<file path="src/hw/rtl/mdlr_pkg.sv">
// Package of shared types and constants for the mono downmix resampler.
`default_nettype none
package mdlr_pkg;

    localparam int SAMPLE_W    = 16;
    localparam int NUM_SAMPLES = 8;
    localparam int CNT_W       = 4;
    localparam int GAIN_W      = 17;
    localparam int STEP_CFG_W  = 20;
    localparam int CFG_INDEX_W = 2;
    localparam int CFG_DATA_W  = 20;

    localparam logic [CFG_INDEX_W-1:0] CFG_CHANNEL_COUNT = 2'd0;
    localparam logic [CFG_INDEX_W-1:0] CFG_MIX_GAIN      = 2'd1;
    localparam logic [CFG_INDEX_W-1:0] CFG_PHASE_STEP    = 2'd2;

    localparam logic [CNT_W-1:0]      CHANNEL_COUNT_RST = 4'd2;
    localparam logic [GAIN_W-1:0]     MIX_GAIN_RST      = 17'd32768;
    localparam logic [STEP_CFG_W-1:0] PHASE_STEP_RST    = 20'd196608;

    localparam logic signed [SAMPLE_W-1:0] MONO_MAX = 16'sh7FFF;
    localparam logic signed [SAMPLE_W-1:0] MONO_MIN = 16'sh8000;

    // Mono word handed from the merging stage to the interpolator.
    typedef struct packed {
        logic                       vld;
        logic                       pkt_end;
        logic signed [SAMPLE_W-1:0] mono;
    } mdlr_mono_t;

    typedef enum logic [1:0] {
        INT_IDLE,
        INT_MUL,
        INT_ACC,
        INT_SCALE
    } mdlr_int_state_t;

endpackage
`default_nettype wire

</file>
<file path="src/hw/rtl/mdlr_lane.sv">
// One channel lane: gates a channel sample by its enable and registers it.
`default_nettype none
module mdlr_lane (
    input  wire logic                                  aclk,
    input  wire logic                                  load,
    input  wire logic                                  lane_en,
    input  wire logic signed [mdlr_pkg::SAMPLE_W-1:0]  sample_in,
    output logic signed [mdlr_pkg::SAMPLE_W-1:0]       sample_out
);

    logic signed [mdlr_pkg::SAMPLE_W-1:0] sample_reg;
    logic signed [mdlr_pkg::SAMPLE_W-1:0] sample_next;

    always_comb begin
        sample_next = sample_reg;
        if (load) begin
            sample_next = lane_en ? sample_in : '0;
        end
    end

    always_ff @(posedge aclk) begin
        sample_reg <= sample_next;
    end

    assign sample_out = sample_reg;

endmodule
`default_nettype wire

</file>
<file path="src/hw/rtl/mdlr_merge.sv">
// Merging stage: sums the lanes, applies the mix gain and saturates to 16 bits.
`default_nettype none
module mdlr_merge #(
    parameter int MAX_CHANNELS = 8
) (
    input  wire logic                                  aclk,
    input  wire logic                                  aresetn,
    input  wire logic                                  in_vld,
    input  wire logic                                  in_pkt_end,
    input  wire logic signed [mdlr_pkg::SAMPLE_W-1:0]  lane_data [MAX_CHANNELS],
    input  wire logic [mdlr_pkg::GAIN_W-1:0]           mix_gain,
    output mdlr_pkg::mdlr_mono_t                       mono_o,
    output logic                                       busy
);

    localparam int SUM_W  = mdlr_pkg::SAMPLE_W + $clog2(MAX_CHANNELS + 1);
    localparam int PROD_W = SUM_W + mdlr_pkg::GAIN_W + 1;
    localparam int SHR_W  = PROD_W - 16;

    logic                     sum_vld_reg;
    logic                     pkt1_reg;
    logic signed [SUM_W-1:0]  sum_reg;
    logic signed [SUM_W-1:0]  sum_next;
    logic                     prod_vld_reg;
    logic                     pkt2_reg;
    logic signed [PROD_W-1:0] prod_reg;
    logic signed [PROD_W-1:0] prod_next;
    logic signed [SHR_W-1:0]  shr;
    logic                     hi_zero;
    logic                     hi_ones;

    always_comb begin
        sum_next = '0;
        for (int i = 0; i < MAX_CHANNELS; i++) begin
            sum_next = sum_next +
                {{(SUM_W - mdlr_pkg::SAMPLE_W){lane_data[i][mdlr_pkg::SAMPLE_W-1]}},
                 lane_data[i]};
        end
    end

    assign prod_next = sum_reg * $signed({1'b0, mix_gain});

    always_ff @(posedge aclk) begin
        if (!aresetn) begin
            sum_vld_reg  <= 1'b0;
            prod_vld_reg <= 1'b0;
        end else begin
            sum_vld_reg  <= in_vld;
            prod_vld_reg <= sum_vld_reg;
        end
    end

    always_ff @(posedge aclk) begin
        sum_reg  <= sum_next;
        pkt1_reg <= in_pkt_end;
        prod_reg <= prod_next;
        pkt2_reg <= pkt1_reg;
    end

    // Dropping the low 16 bits of a signed value rounds towards minus infinity.
    assign shr     = prod_reg[PROD_W-1:16];
    assign hi_zero = ~|shr[SHR_W-1:15];
    assign hi_ones = &shr[SHR_W-1:15];

    always_comb begin
        mono_o.vld     = prod_vld_reg;
        mono_o.pkt_end = pkt2_reg;
        if (!shr[SHR_W-1] && !hi_zero) begin
            mono_o.mono = mdlr_pkg::MONO_MAX;
        end else if (shr[SHR_W-1] && !hi_ones) begin
            mono_o.mono = mdlr_pkg::MONO_MIN;
        end else begin
            mono_o.mono = shr[15:0];
        end
    end

    assign busy = sum_vld_reg | prod_vld_reg;

endmodule
`default_nettype wire

</file>
<file path="src/hw/rtl/mdlr_interp.sv">
// Interpolator: keeps the previous mono value and the output position, emits results.
`default_nettype none
module mdlr_interp #(
    parameter int PHASE_FRAC_BITS = 16,
    localparam int STEP_W = (PHASE_FRAC_BITS > mdlr_pkg::STEP_CFG_W) ?
                            PHASE_FRAC_BITS : mdlr_pkg::STEP_CFG_W
) (
    input  wire logic                                  aclk,
    input  wire logic                                  aresetn,
    input  wire mdlr_pkg::mdlr_mono_t                  mono_i,
    input  wire logic [STEP_W-1:0]                     step,
    input  wire logic                                  m_tready,
    output logic                                       m_tvalid,
    output logic [mdlr_pkg::SAMPLE_W-1:0]              m_tdata,
    output logic                                       m_tlast,
    output logic                                       busy
);

    localparam int OFS_W  = STEP_W + 1;
    localparam int PROD_W = PHASE_FRAC_BITS + 18;
    localparam int V_W    = PHASE_FRAC_BITS + 18;
    localparam int SH     = PHASE_FRAC_BITS + 15;
    localparam int W_W    = V_W + 15;

    localparam logic [OFS_W-1:0]      ONE   = OFS_W'(1) << PHASE_FRAC_BITS;
    localparam logic signed [V_W-1:0] V_MAX = V_W'(1) << SH;
    localparam logic signed [V_W-1:0] V_MIN = -V_MAX;
    localparam logic signed [W_W-1:0] BIAS  = (W_W'(1) << SH) - W_W'(1);

    mdlr_pkg::mdlr_int_state_t state_reg, state_next;

    logic signed [15:0]       prev_reg, prev_next;
    logic                     have_prev_reg, have_prev_next;
    logic [OFS_W-1:0]         ofs_reg, ofs_next;
    logic signed [15:0]       cur_reg, cur_next;
    logic                     pkt_reg, pkt_next;
    logic                     cnt_reg, cnt_next;
    logic [OFS_W-1:0]         ofs_add_reg, ofs_add_next;
    logic signed [PROD_W-1:0] prod_reg, prod_next;
    logic signed [V_W-1:0]    v_reg, v_next;
    logic                     out_vld_reg, out_vld_next;
    logic [15:0]              out_data_reg, out_data_next;
    logic                     out_last_reg, out_last_next;

    logic signed [16:0]              diff;
    logic signed [PHASE_FRAC_BITS:0] frac_s;
    logic signed [V_W-1:0]           v_base;
    logic signed [V_W-1:0]           v_raw;
    logic signed [W_W-1:0]           w;
    logic signed [W_W-1:0]           w_adj;
    logic                            last;

    assign diff   = {cur_reg[15], cur_reg} - {prev_reg[15], prev_reg};
    assign frac_s = $signed({1'b0, ofs_reg[PHASE_FRAC_BITS-1:0]});
    assign v_base = $signed({{2{prev_reg[15]}}, prev_reg, {PHASE_FRAC_BITS{1'b0}}});
    assign v_raw  = v_base + prod_reg;
    // Scaling by 32767 is a shift by 15 less one copy; the bias makes the shift truncate.
    assign w      = $signed({v_reg, 15'b0}) - $signed({{15{v_reg[V_W-1]}}, v_reg});
    assign w_adj  = w + (w[W_W-1] ? BIAS : '0);
    assign last   = cnt_reg || (ofs_add_reg >= ONE);

    always_comb begin
        state_next     = state_reg;
        prev_next      = prev_reg;
        have_prev_next = have_prev_reg;
        ofs_next       = ofs_reg;
        cur_next       = cur_reg;
        pkt_next       = pkt_reg;
        cnt_next       = cnt_reg;
        ofs_add_next   = ofs_add_reg;
        prod_next      = prod_reg;
        v_next         = v_reg;
        out_vld_next   = out_vld_reg && !m_tready;
        out_data_next  = out_data_reg;
        out_last_next  = out_last_reg;

        case (state_reg)
            mdlr_pkg::INT_IDLE: begin
                if (mono_i.vld) begin
                    cur_next = mono_i.mono;
                    pkt_next = mono_i.pkt_end;
                    if (have_prev_reg && (ofs_reg < ONE)) begin
                        cnt_next   = 1'b0;
                        state_next = mdlr_pkg::INT_MUL;
                    end else begin
                        // No result from this frame: store it, step the position back.
                        if (have_prev_reg) begin
                            ofs_next = ofs_reg - ONE;
                        end
                        prev_next      = mono_i.mono;
                        have_prev_next = 1'b1;
                        if (mono_i.pkt_end) begin
                            prev_next      = '0;
                            have_prev_next = 1'b0;
                            ofs_next       = '0;
                        end
                    end
                end
            end
            mdlr_pkg::INT_MUL: begin
                prod_next    = diff * frac_s;
                ofs_add_next = ofs_reg + {1'b0, step};
                state_next   = mdlr_pkg::INT_ACC;
            end
            mdlr_pkg::INT_ACC: begin
                if (v_raw > V_MAX) begin
                    v_next = V_MAX;
                end else if (v_raw < V_MIN) begin
                    v_next = V_MIN;
                end else begin
                    v_next = v_raw;
                end
                state_next = mdlr_pkg::INT_SCALE;
            end
            mdlr_pkg::INT_SCALE: begin
                if (!out_vld_reg || m_tready) begin
                    out_vld_next  = 1'b1;
                    out_data_next = w_adj[SH +: 16];
                    out_last_next = last;
                    if (last) begin
                        ofs_next       = (ofs_add_reg >= ONE) ? ofs_add_reg - ONE : '0;
                        prev_next      = cur_reg;
                        have_prev_next = 1'b1;
                        if (pkt_reg) begin
                            prev_next      = '0;
                            have_prev_next = 1'b0;
                            ofs_next       = '0;
                        end
                        state_next = mdlr_pkg::INT_IDLE;
                    end else begin
                        ofs_next   = ofs_add_reg;
                        cnt_next   = 1'b1;
                        state_next = mdlr_pkg::INT_MUL;
                    end
                end
            end
            default: begin
                state_next = mdlr_pkg::INT_IDLE;
            end
        endcase
    end

    always_ff @(posedge aclk) begin
        if (!aresetn) begin
            state_reg     <= mdlr_pkg::INT_IDLE;
            prev_reg      <= '0;
            have_prev_reg <= 1'b0;
            ofs_reg       <= '0;
            cnt_reg       <= 1'b0;
            out_vld_reg   <= 1'b0;
        end else begin
            state_reg     <= state_next;
            prev_reg      <= prev_next;
            have_prev_reg <= have_prev_next;
            ofs_reg       <= ofs_next;
            cnt_reg       <= cnt_next;
            out_vld_reg   <= out_vld_next;
        end
    end

    always_ff @(posedge aclk) begin
        cur_reg      <= cur_next;
        pkt_reg      <= pkt_next;
        ofs_add_reg  <= ofs_add_next;
        prod_reg     <= prod_next;
        v_reg        <= v_next;
        out_data_reg <= out_data_next;
        out_last_reg <= out_last_next;
    end

    assign m_tvalid = out_vld_reg;
    assign m_tdata  = out_data_reg;
    assign m_tlast  = out_last_reg;
    assign busy     = (state_reg != mdlr_pkg::INT_IDLE);

endmodule
`default_nettype wire

</file>
<file path="src/hw/rtl/mono_downmix_linear_resampler_unit.sv">
// Top level of the mono downmix and linear-interpolation resampler.
//
//  Channel   Ports                          Word contents
//  input     s_tvalid/s_tready/s_tdata      one multichannel frame, eight Q1.15 samples
//            s_tuser, s_tlast               silent flag, packet end
//  result    m_tvalid/m_tready/m_tdata      one interpolated mono sample
//            m_tlast                        last result caused by the frame
//  config    cfg_wr_en/cfg_index/cfg_wdata  channel count, mix gain, phase step
//
// One frame is in flight at a time. s_tready falls after an accepted word and, for a frame
// with no result, rises again once the lane, sum and gain registers have passed it on.
// m_tvalid rises for the first result after the lane, sum and gain registers and the
// multiply, clamp and scale states; a second result passes those states again.
// Reset is synchronous on aresetn low and returns registers and position to defaults.
// A stalled result holds m_tdata; the next frame is taken while the last result waits.
`default_nettype none
module mono_downmix_linear_resampler_unit #(
    parameter int MAX_CHANNELS    = 8,
    parameter int PHASE_FRAC_BITS = 16
) (
    input  wire logic                                  aclk,
    input  wire logic                                  aresetn,
    input  wire logic                                  s_tvalid,
    output logic                                       s_tready,
    // sample_0 .. sample_7, sample_0 in bits 15:0
    input  wire logic [mdlr_pkg::NUM_SAMPLES*mdlr_pkg::SAMPLE_W-1:0] s_tdata,
    // silent
    input  wire logic                                  s_tuser,
    input  wire logic                                  s_tlast,
    output logic                                       m_tvalid,
    input  wire logic                                  m_tready,
    // mono_out
    output logic [mdlr_pkg::SAMPLE_W-1:0]              m_tdata,
    output logic                                       m_tlast,
    input  wire logic                                  cfg_wr_en,
    input  wire logic [mdlr_pkg::CFG_INDEX_W-1:0]      cfg_index,
    input  wire logic [mdlr_pkg::CFG_DATA_W-1:0]       cfg_wdata
);

    localparam int STEP_W = (PHASE_FRAC_BITS > mdlr_pkg::STEP_CFG_W) ?
                            PHASE_FRAC_BITS : mdlr_pkg::STEP_CFG_W;
    localparam logic [STEP_W-1:0] HALF_STEP = STEP_W'(1) << (PHASE_FRAC_BITS - 1);
    localparam logic [mdlr_pkg::CNT_W-1:0] CNT_MAX = mdlr_pkg::CNT_W'(MAX_CHANNELS);

    logic [mdlr_pkg::CNT_W-1:0]      cnt_cfg_reg;
    logic [mdlr_pkg::GAIN_W-1:0]     gain_cfg_reg;
    logic [mdlr_pkg::STEP_CFG_W-1:0] step_cfg_reg;

    logic [mdlr_pkg::CNT_W-1:0] nch_eff;
    logic [STEP_W-1:0]          step_ext;
    logic [STEP_W-1:0]          step_eff;
    logic                       accept;
    logic                       lane_vld_reg;
    logic                       pkt_reg;
    logic                       merge_busy;
    logic                       int_busy;

    logic signed [mdlr_pkg::SAMPLE_W-1:0] lane_data [MAX_CHANNELS];
    mdlr_pkg::mdlr_mono_t                 mono;

    always_ff @(posedge aclk) begin
        if (!aresetn) begin
            cnt_cfg_reg  <= mdlr_pkg::CHANNEL_COUNT_RST;
            gain_cfg_reg <= mdlr_pkg::MIX_GAIN_RST;
            step_cfg_reg <= mdlr_pkg::PHASE_STEP_RST;
        end else if (cfg_wr_en) begin
            case (cfg_index)
                mdlr_pkg::CFG_CHANNEL_COUNT: cnt_cfg_reg  <= cfg_wdata[mdlr_pkg::CNT_W-1:0];
                mdlr_pkg::CFG_MIX_GAIN:      gain_cfg_reg <= cfg_wdata[mdlr_pkg::GAIN_W-1:0];
                mdlr_pkg::CFG_PHASE_STEP:    step_cfg_reg <= cfg_wdata;
                default: begin
                end
            endcase
        end
    end

    // A zero count means one channel; counts beyond the lanes use every lane.
    always_comb begin
        if (cnt_cfg_reg == '0) begin
            nch_eff = mdlr_pkg::CNT_W'(1);
        end else if (cnt_cfg_reg > CNT_MAX) begin
            nch_eff = CNT_MAX;
        end else begin
            nch_eff = cnt_cfg_reg;
        end
    end

    // The step never drops below half a frame, so a frame yields at most two results.
    assign step_ext = STEP_W'(step_cfg_reg);
    assign step_eff = (step_ext < HALF_STEP) ? HALF_STEP : step_ext;

    assign accept   = s_tvalid && s_tready;
    assign s_tready = !(lane_vld_reg || merge_busy || int_busy);

    always_ff @(posedge aclk) begin
        if (!aresetn) begin
            lane_vld_reg <= 1'b0;
        end else begin
            lane_vld_reg <= accept;
        end
    end

    always_ff @(posedge aclk) begin
        if (accept) begin
            pkt_reg <= s_tlast;
        end
    end

    for (genvar i = 0; i < MAX_CHANNELS; i++) begin : g_lane
        mdlr_lane u_lane (
            .aclk       (aclk),
            .load       (accept),
            .lane_en    ((mdlr_pkg::CNT_W'(i) < nch_eff) && !s_tuser),
            .sample_in  (s_tdata[i*mdlr_pkg::SAMPLE_W +: mdlr_pkg::SAMPLE_W]),
            .sample_out (lane_data[i])
        );
    end

    mdlr_merge #(
        .MAX_CHANNELS (MAX_CHANNELS)
    ) u_merge (
        .aclk       (aclk),
        .aresetn    (aresetn),
        .in_vld     (lane_vld_reg),
        .in_pkt_end (pkt_reg),
        .lane_data  (lane_data),
        .mix_gain   (gain_cfg_reg),
        .mono_o     (mono),
        .busy       (merge_busy)
    );

    mdlr_interp #(
        .PHASE_FRAC_BITS (PHASE_FRAC_BITS)
    ) u_interp (
        .aclk     (aclk),
        .aresetn  (aresetn),
        .mono_i   (mono),
        .step     (step_eff),
        .m_tready (m_tready),
        .m_tvalid (m_tvalid),
        .m_tdata  (m_tdata),
        .m_tlast  (m_tlast),
        .busy     (int_busy)
    );

endmodule
`default_nettype wire

</file>
<file path="config.mk">
export PLATFORM = sky130hd
export DESIGN_NAME = mono_downmix_linear_resampler_unit
export DESIGN_NICKNAME = d
export VERILOG_FILES = /design/src/hw/rtl/mdlr_pkg.sv /design/src/hw/rtl/mdlr_lane.sv /design/src/hw/rtl/mdlr_merge.sv /design/src/hw/rtl/mdlr_interp.sv /design/src/hw/rtl/mono_downmix_linear_resampler_unit.sv
export SDC_FILE = /design/constraint.sdc
export NUM_CORES = 2
export LEC_CHECK = 0
export BUFFER_PORTS_ARGS = -buffer_cell sky130_fd_sc_hd__buf_2
export CORE_UTILIZATION = 56
export DETAILED_ROUTE_END_ITERATION = 10
export PLACE_DENSITY = 0.79
export SLEW_MARGIN = 20
export SYNTH_ARGS = -nofsm -noshare
export SYNTH_HDL_FRONTEND = slang
export SYNTH_SLANG_ARGS = --single-unit
</file>
<file path="constraint.sdc">
create_clock -name aclk -period 8.2 [get_ports aclk]
set_input_delay 0.82 -clock aclk [delete_from_list [all_inputs] [get_ports aclk]]
set_output_delay 0.82 -clock aclk [all_outputs]
set_load 0.05 [all_outputs]
</file>
Word-level counts from Yosys, hierarchy flattened
Cells that the tools add are included.

Bitwise operators: 1. Eq/ne operators: 12. Reduce and logical (&&, ||, !) cells: 40. $mul: 2. Muxes and demuxes: 42. Add/sub/neg operators: 14. $lt $le $gt $ge: 14.

Operators by type and width (number): 21-bit two-way mux (8); 16-bit two-way mux (8); 20-bit adder (6); 49-bit by 34-bit subtractor with 49-bit output (1); 47-bit adder (1); 21-bit one-hot mux with 2 select lines (1); 21-bit by 17-bit subtractor with 21-bit output (second input constant) (2); 20-bit by 18-bit multiplier with 38-bit output (1); 32-bit by 34-bit adder with 34-bit output (1); 34-bit by 33-bit > comparator with 1-bit output (second input constant) (1); 34-bit by 32-bit < comparator with 1-bit output (second input constant) (1); 17-bit by 17-bit multiplier with 34-bit output (1); 34-bit two-way mux (1); 16-bit one-hot mux with 2 select lines (1); 31-bit two-way mux (1); 21-bit by 20-bit adder with 21-bit output (1); 21-bit by 17-bit greater-or-equal comparator with 1-bit output (second input constant) (1); 21-bit by 17-bit < comparator with 1-bit output (second input constant) (1); 20-bit by 16-bit < comparator with 1-bit output (second input constant) (1); 20-bit two-way mux (1); 16-bit by 16-bit adder with 17-bit output (1); 16-bit by 16-bit subtractor with 17-bit output (1); 3-bit by 4-bit < comparator with 1-bit output (first input constant) (4); 5-bit AND reduction (3); other kinds (25) (76).

Register bits: 398. Bits of input ports: 157.

Depth between registers and ports, before layout
Word-level depth: 9. Mapped depth: 41.

By module
A second synthesis with hierarchy kept.

Cells, all modules: 4617. Area total of the unflattened synthesis: 45468.6 um^2.

Modules (own cells, without submodules): mdlr_interp (times used 1, seq. area each 4534.3 um^2, area each 22228.8 um^2, cells an instance 2403); mdlr_merge (times used 1, seq. area each 920.9 um^2, area each 16497.1 um^2, cells an instance 1745); mdlr_lane (times used 8, seq. area each 480.5 um^2, area each 606.8 um^2, cells an instance 33); mono_downmix_linear_resampler_unit (times used 1, seq. area each 870.8 um^2, area each 1888.1 um^2, cells an instance 205).

Worst setup path after synthesis
Ideal clock, no wire load.

Path kind: flip-flop to flip-flop. From: register u_interp.cur_reg[0]. To: register u_interp.prod_reg[33] (data pin). Required time: 7940 ps. Library setup time: 260 ps. Clock period less this slack: 8747 ps. Data arrival time: 8488 ps. Buffers on the path: 1. Cell stages (with the launch flop): 42. Setup slack: -547 ps. Path through: edfxtp_1 inv_1 ha_1 fa_1 nor2b_1 o21ai_0 a21boi_1 o21ai_0 a21boi_1 o21ai_0 a21boi_0 o21ai_0 nand2_1 nor2_1 nor2_1 clkbuf_1 nand2_1 fa_1 (+6 left out) fa_1 inv_1 fa_1 inv_1 ha_1 a21o_1 a21o_1 a21o_1 a211oi_1 a21boi_0 o22ai_1 a211oi_1 o21ai_0 a31oi_1 a21oi_1 a21o_1 a21oi_1 xnor2_1.

Cells in the longest elaborated chain, start to end: 2.

Ends and longest elaborated chain: from (decl) (RTL line mdlr_interp.sv:35) `logic signed [15:0] cur_reg, cur_next;`; from (signal assigned) (RTL line mdlr_interp.sv:162) `cur_reg <= cur_next;`; 16-bit by 16-bit subtractor with 17-bit output (RTL line mdlr_interp.sv:53) `assign diff = {cur_reg[15], cur_reg} - {prev_reg[15], prev_reg};`; 17-bit by 17-bit multiplier with 34-bit output (RTL line mdlr_interp.sv:101) `prod_next = diff * frac_s;`; to (signal assigned) (RTL line mdlr_interp.sv:165) `prod_reg <= prod_next;`; to (decl) (RTL line mdlr_interp.sv:39) `logic signed [PROD_W-1:0] prod_reg, prod_next;`.

Every way passes these cells. A chain may end at the register's enable or synchronous reset.

Final worst setup path
Same ends and word-level chain as after synthesis.

==> metrics <==
run status finished, violations left; failing checks negative setup slack; Hold WC Path Type flip-flop to flip-flop; relative slew slack around a quarter; die area approximately 82000 µm²; Cell Pwr Density 280.0 nW/µm²; post-synthesis area per instance 9.602 µm²; RSZ-0062 raised after global routing true; hold_buf cts 0; Layout Utilization a little under two thirds; Setup Viol. Count Final 8; Inst Count DP 5927; min Tclk post-route 8507 ps; Setup Skew between 40 and 50 ps; cell area after synthesis approximately 45000 µm²; Worst-Margin Slew 1102 ps; Initial Utilization between 50% and 60%; worst hold path depth 0; CP max stage cell fa_1; asr flop ratio synth 0%; Reg area between 10000 and 15000 µm²; global-route wire length before repair roughly 180000 µm; Seq pwr share between 20% and 30%; GRT Overall Usage 26.89%; maximum number of pins on one net before global-route repair 88; fmax around 120 MHz; iteration count of the initial detailed-routing pass 8; Post-Synth Adder-Cell Area approximately two fifths; row cnt between 100 and 150; mux cell area share after synthesis less than 1%; worst path arrival time slightly below 9000 ps; sequential element share of the synthesized area between 20% and 30%; crit path max fanout 4; Post-Layout Cell Count 6043; Primary FF master, synth edfxtp_1; Clock Power Share a little over an eighth; flip-flop count of the largest register after layout around 130; area leader, netlist fa_1; Synth Area in Compound Gates 7.942%; Clock Tree Buf Depth 3; Final period util 103.7%; Reg2Reg Setup Slack -310 ps; internal power ~0.0077 W; H-tree levels 2; clock-pin slew on the worst setup and hold paths 60 ps; clk_lat worst skew 610 ps; PnR Total Power 0.01410 W; synth top area cells fa_1, edfxtp_1, ha_1; crit path kind flip-flop to flip-flop; TritonCTS buffer count 41; CTS sink count 382; CORE AREA ~80000 µm²; CP Capture Type flip-flop; Synth Area in Simple Gates around 16%; antenna viol nets, final 0; cells after synthesis around 4700; CP Launch Type flip-flop; Hold Fails Final Rpt 0; worst path required time between 8000 and 9000 ps; Netlist cell types 82; commonest cells in the netlist inv_1, fa_1, nand2_1; worst reg-to-reg path cell count 40; share of the synthesized area in the top cell type between 30% and 40%; vias in the first global route 35320; Die Y roughly 290 µm; share of cells above drive strength 1 between 10% and 20%; Synth Area in XOR/XNOR under 10%; hold wc startpoint u_merge.pkt1_reg; max-slew violations 0; Sw Ratio between 40% and 50%; grt total ovfl 0; DRT iter0 DRCs 2411; #FFs+latches synth ~380; Max Cap Viol 0; P_leak 23.54 nW; net switching power figure around 0.0064 W; worst vdd ir ~630 µV; fin worst setup slack -306.9 ps; Final nets about 6000; launching point of the worst reg2reg path u_interp.cur_reg[0]; IO buf count ~180; antenna violations before repair 10; Residual DRC 0; Post-DP HPWL around 85000 µm; slowest cell delay on critical path ~570 ps; synth warn 0; reg-to-reg critical path endpoint u_interp.prod_reg[33]; worst hold margin about 340 ps; Comb power frac 64.7%; GPL Wtd Cong around 0.95; largest family of logic cells by synthesized area adder cells; Via density between 5 and 6; final WL roughly 110000 µm; EDFF count, synth roughly 250; die span in x about 290 µm; most frequent cell after synthesis inv_1; most frequent CP cell fa_1; Ports around 180; Hold EP u_merge.pkt2_reg; Clock Root Buffer clkbuf_16; DR vias between 30000 and 40000; WL per Instance 17.69 µm; Fillers 6310; setup TNS -774.1 ps; Layout area overhead 11.59%; area of the multi-input gates 31350 µm²; CTS tree built; syn_nets between 5000 and 6000
[what timing repair did]
| action | 4_1_cts | 5_1_grt |
|---|---|---|
| setup endpoints to repair | 12 | 14 |
| gates cloned | 0 | 1 |
| resized for setup | 69 | 75 |
| pin swaps | 66 | 66 |
| setup buffers | 36 | 9 |
[worst max-delay path by stage]
stage | start | to | slack [ps] | cells after the start
2_1_floorplan | u_interp.cur_reg[0] | u_interp.prod_reg[33] | 4 | 37
3_3_place_gp | u_interp.cur_reg[0] | u_interp.prod_reg[33] | -500 | 38
3_5_place_dp | u_interp.cur_reg[0] | u_interp.prod_reg[33] | -710 | 38
4_1_cts | u_interp.cur_reg[0] | u_interp.prod_reg[33] | -250 | 40
5_1_grt | u_interp.cur_reg[0] | u_interp.prod_reg[33] | -630 | 37
6_report | u_interp.cur_reg[0] | u_interp.prod_reg[33] | -310 | 40
[layout make-up]
| cell class | instances | area share (%) |
|---|---|---|
| multi-input combinational | 3212 | 62.26 |
| sequential | 382 | 20.20 |
| tap | 1050 | 2.609 |
| clock inverter | 24 | 0.5343 |
| timing repair buffer | 393 | 5.209 |
| antenna | 4 | 0.01988 |
| clock buffer | 50 | 2.249 |
| inverter | 928 | 6.918 |
[critical path: cells and delay by family, from the launching register on]
family | cells | cell delay [ps]
adder cells (fa/ha/maj) | 9 | 3770
AO/OA/AOI/OAI | 19 | 3110
buffers and inverters | 6 | 290
flip-flops | 1 | 370
XOR/XNOR | 1 | 80
AND/OR/NAND/NOR | 5 | 610
[cell usage in the layout (no fill, tap or decap), types with 43 or more instances in the layout]
master,synthesis,final
edfxtp_1,252,252
xor2_1,49,47
buf_4,0,199
ha_1,341,329
nand2_1,544,536
nor2_1,173,162
and2_1,389,379
a21oi_1,160,148
o21ai_0,82,70
buf_2,0,175
nand3_1,56,55
xnor2_1,127,126
a21o_1,51,51
dfxtp_1,130,129
clkbuf_16,0,43
nor2b_1,96,95
fa_1,699,687
inv_1,928,911
[stage by stage]
stage	instance area (µm²)	setup WS (ps)
floorplan	45200	4.210
global placement	48120	-501.4
detailed placement	48120	-713.6
CTS	50060	-251.0
global route	50350	-627.9
finish	50350	-306.9
[per-layer routing]
metal | routed length, µm | vias up | track usage, % | share of wire (%)
li1 | - | 15270 | - | -
met1 | 43350 | 16550 | 34.56 | 41
met2 | 52810 | 1115 | 46.47 | 49
met3 | 7110 | 255 | 4.394 | 6.7
met4 | 3562 | 12 | 8.409 | 3.3
met5 | 68 | - | 0 | 0.064
[power groups by stage]
stage | registers (W) | logic [W] | clock network [W]
after floorplan | 0.00287 | 0.00691 | 0
after global placement | 0.00303 | 0.00853 | 0
after detailed placement | 0.00305 | 0.00891 | 0
after CTS | 0.00301 | 0.00905 | 0.00195
after global routing | 0.00306 | 0.0103 | 0.00202
final | 0.00304 | 0.00913 | 0.00193
[cells by family (layout without fill, tap and decap cells)]
family / after synthesis / count (layout)
simple gates: 1445 / 1445
buf+inv: 1105 / 1395
fa+ha+maj: 1046 / 1046
compound gates: 540 / 540
flops: 382 / 382
xor+xnor: 178 / 178
mux: 3 / 3
other cells: 0 / 4
No activity file was read; power rests on OpenSTA's default activity.
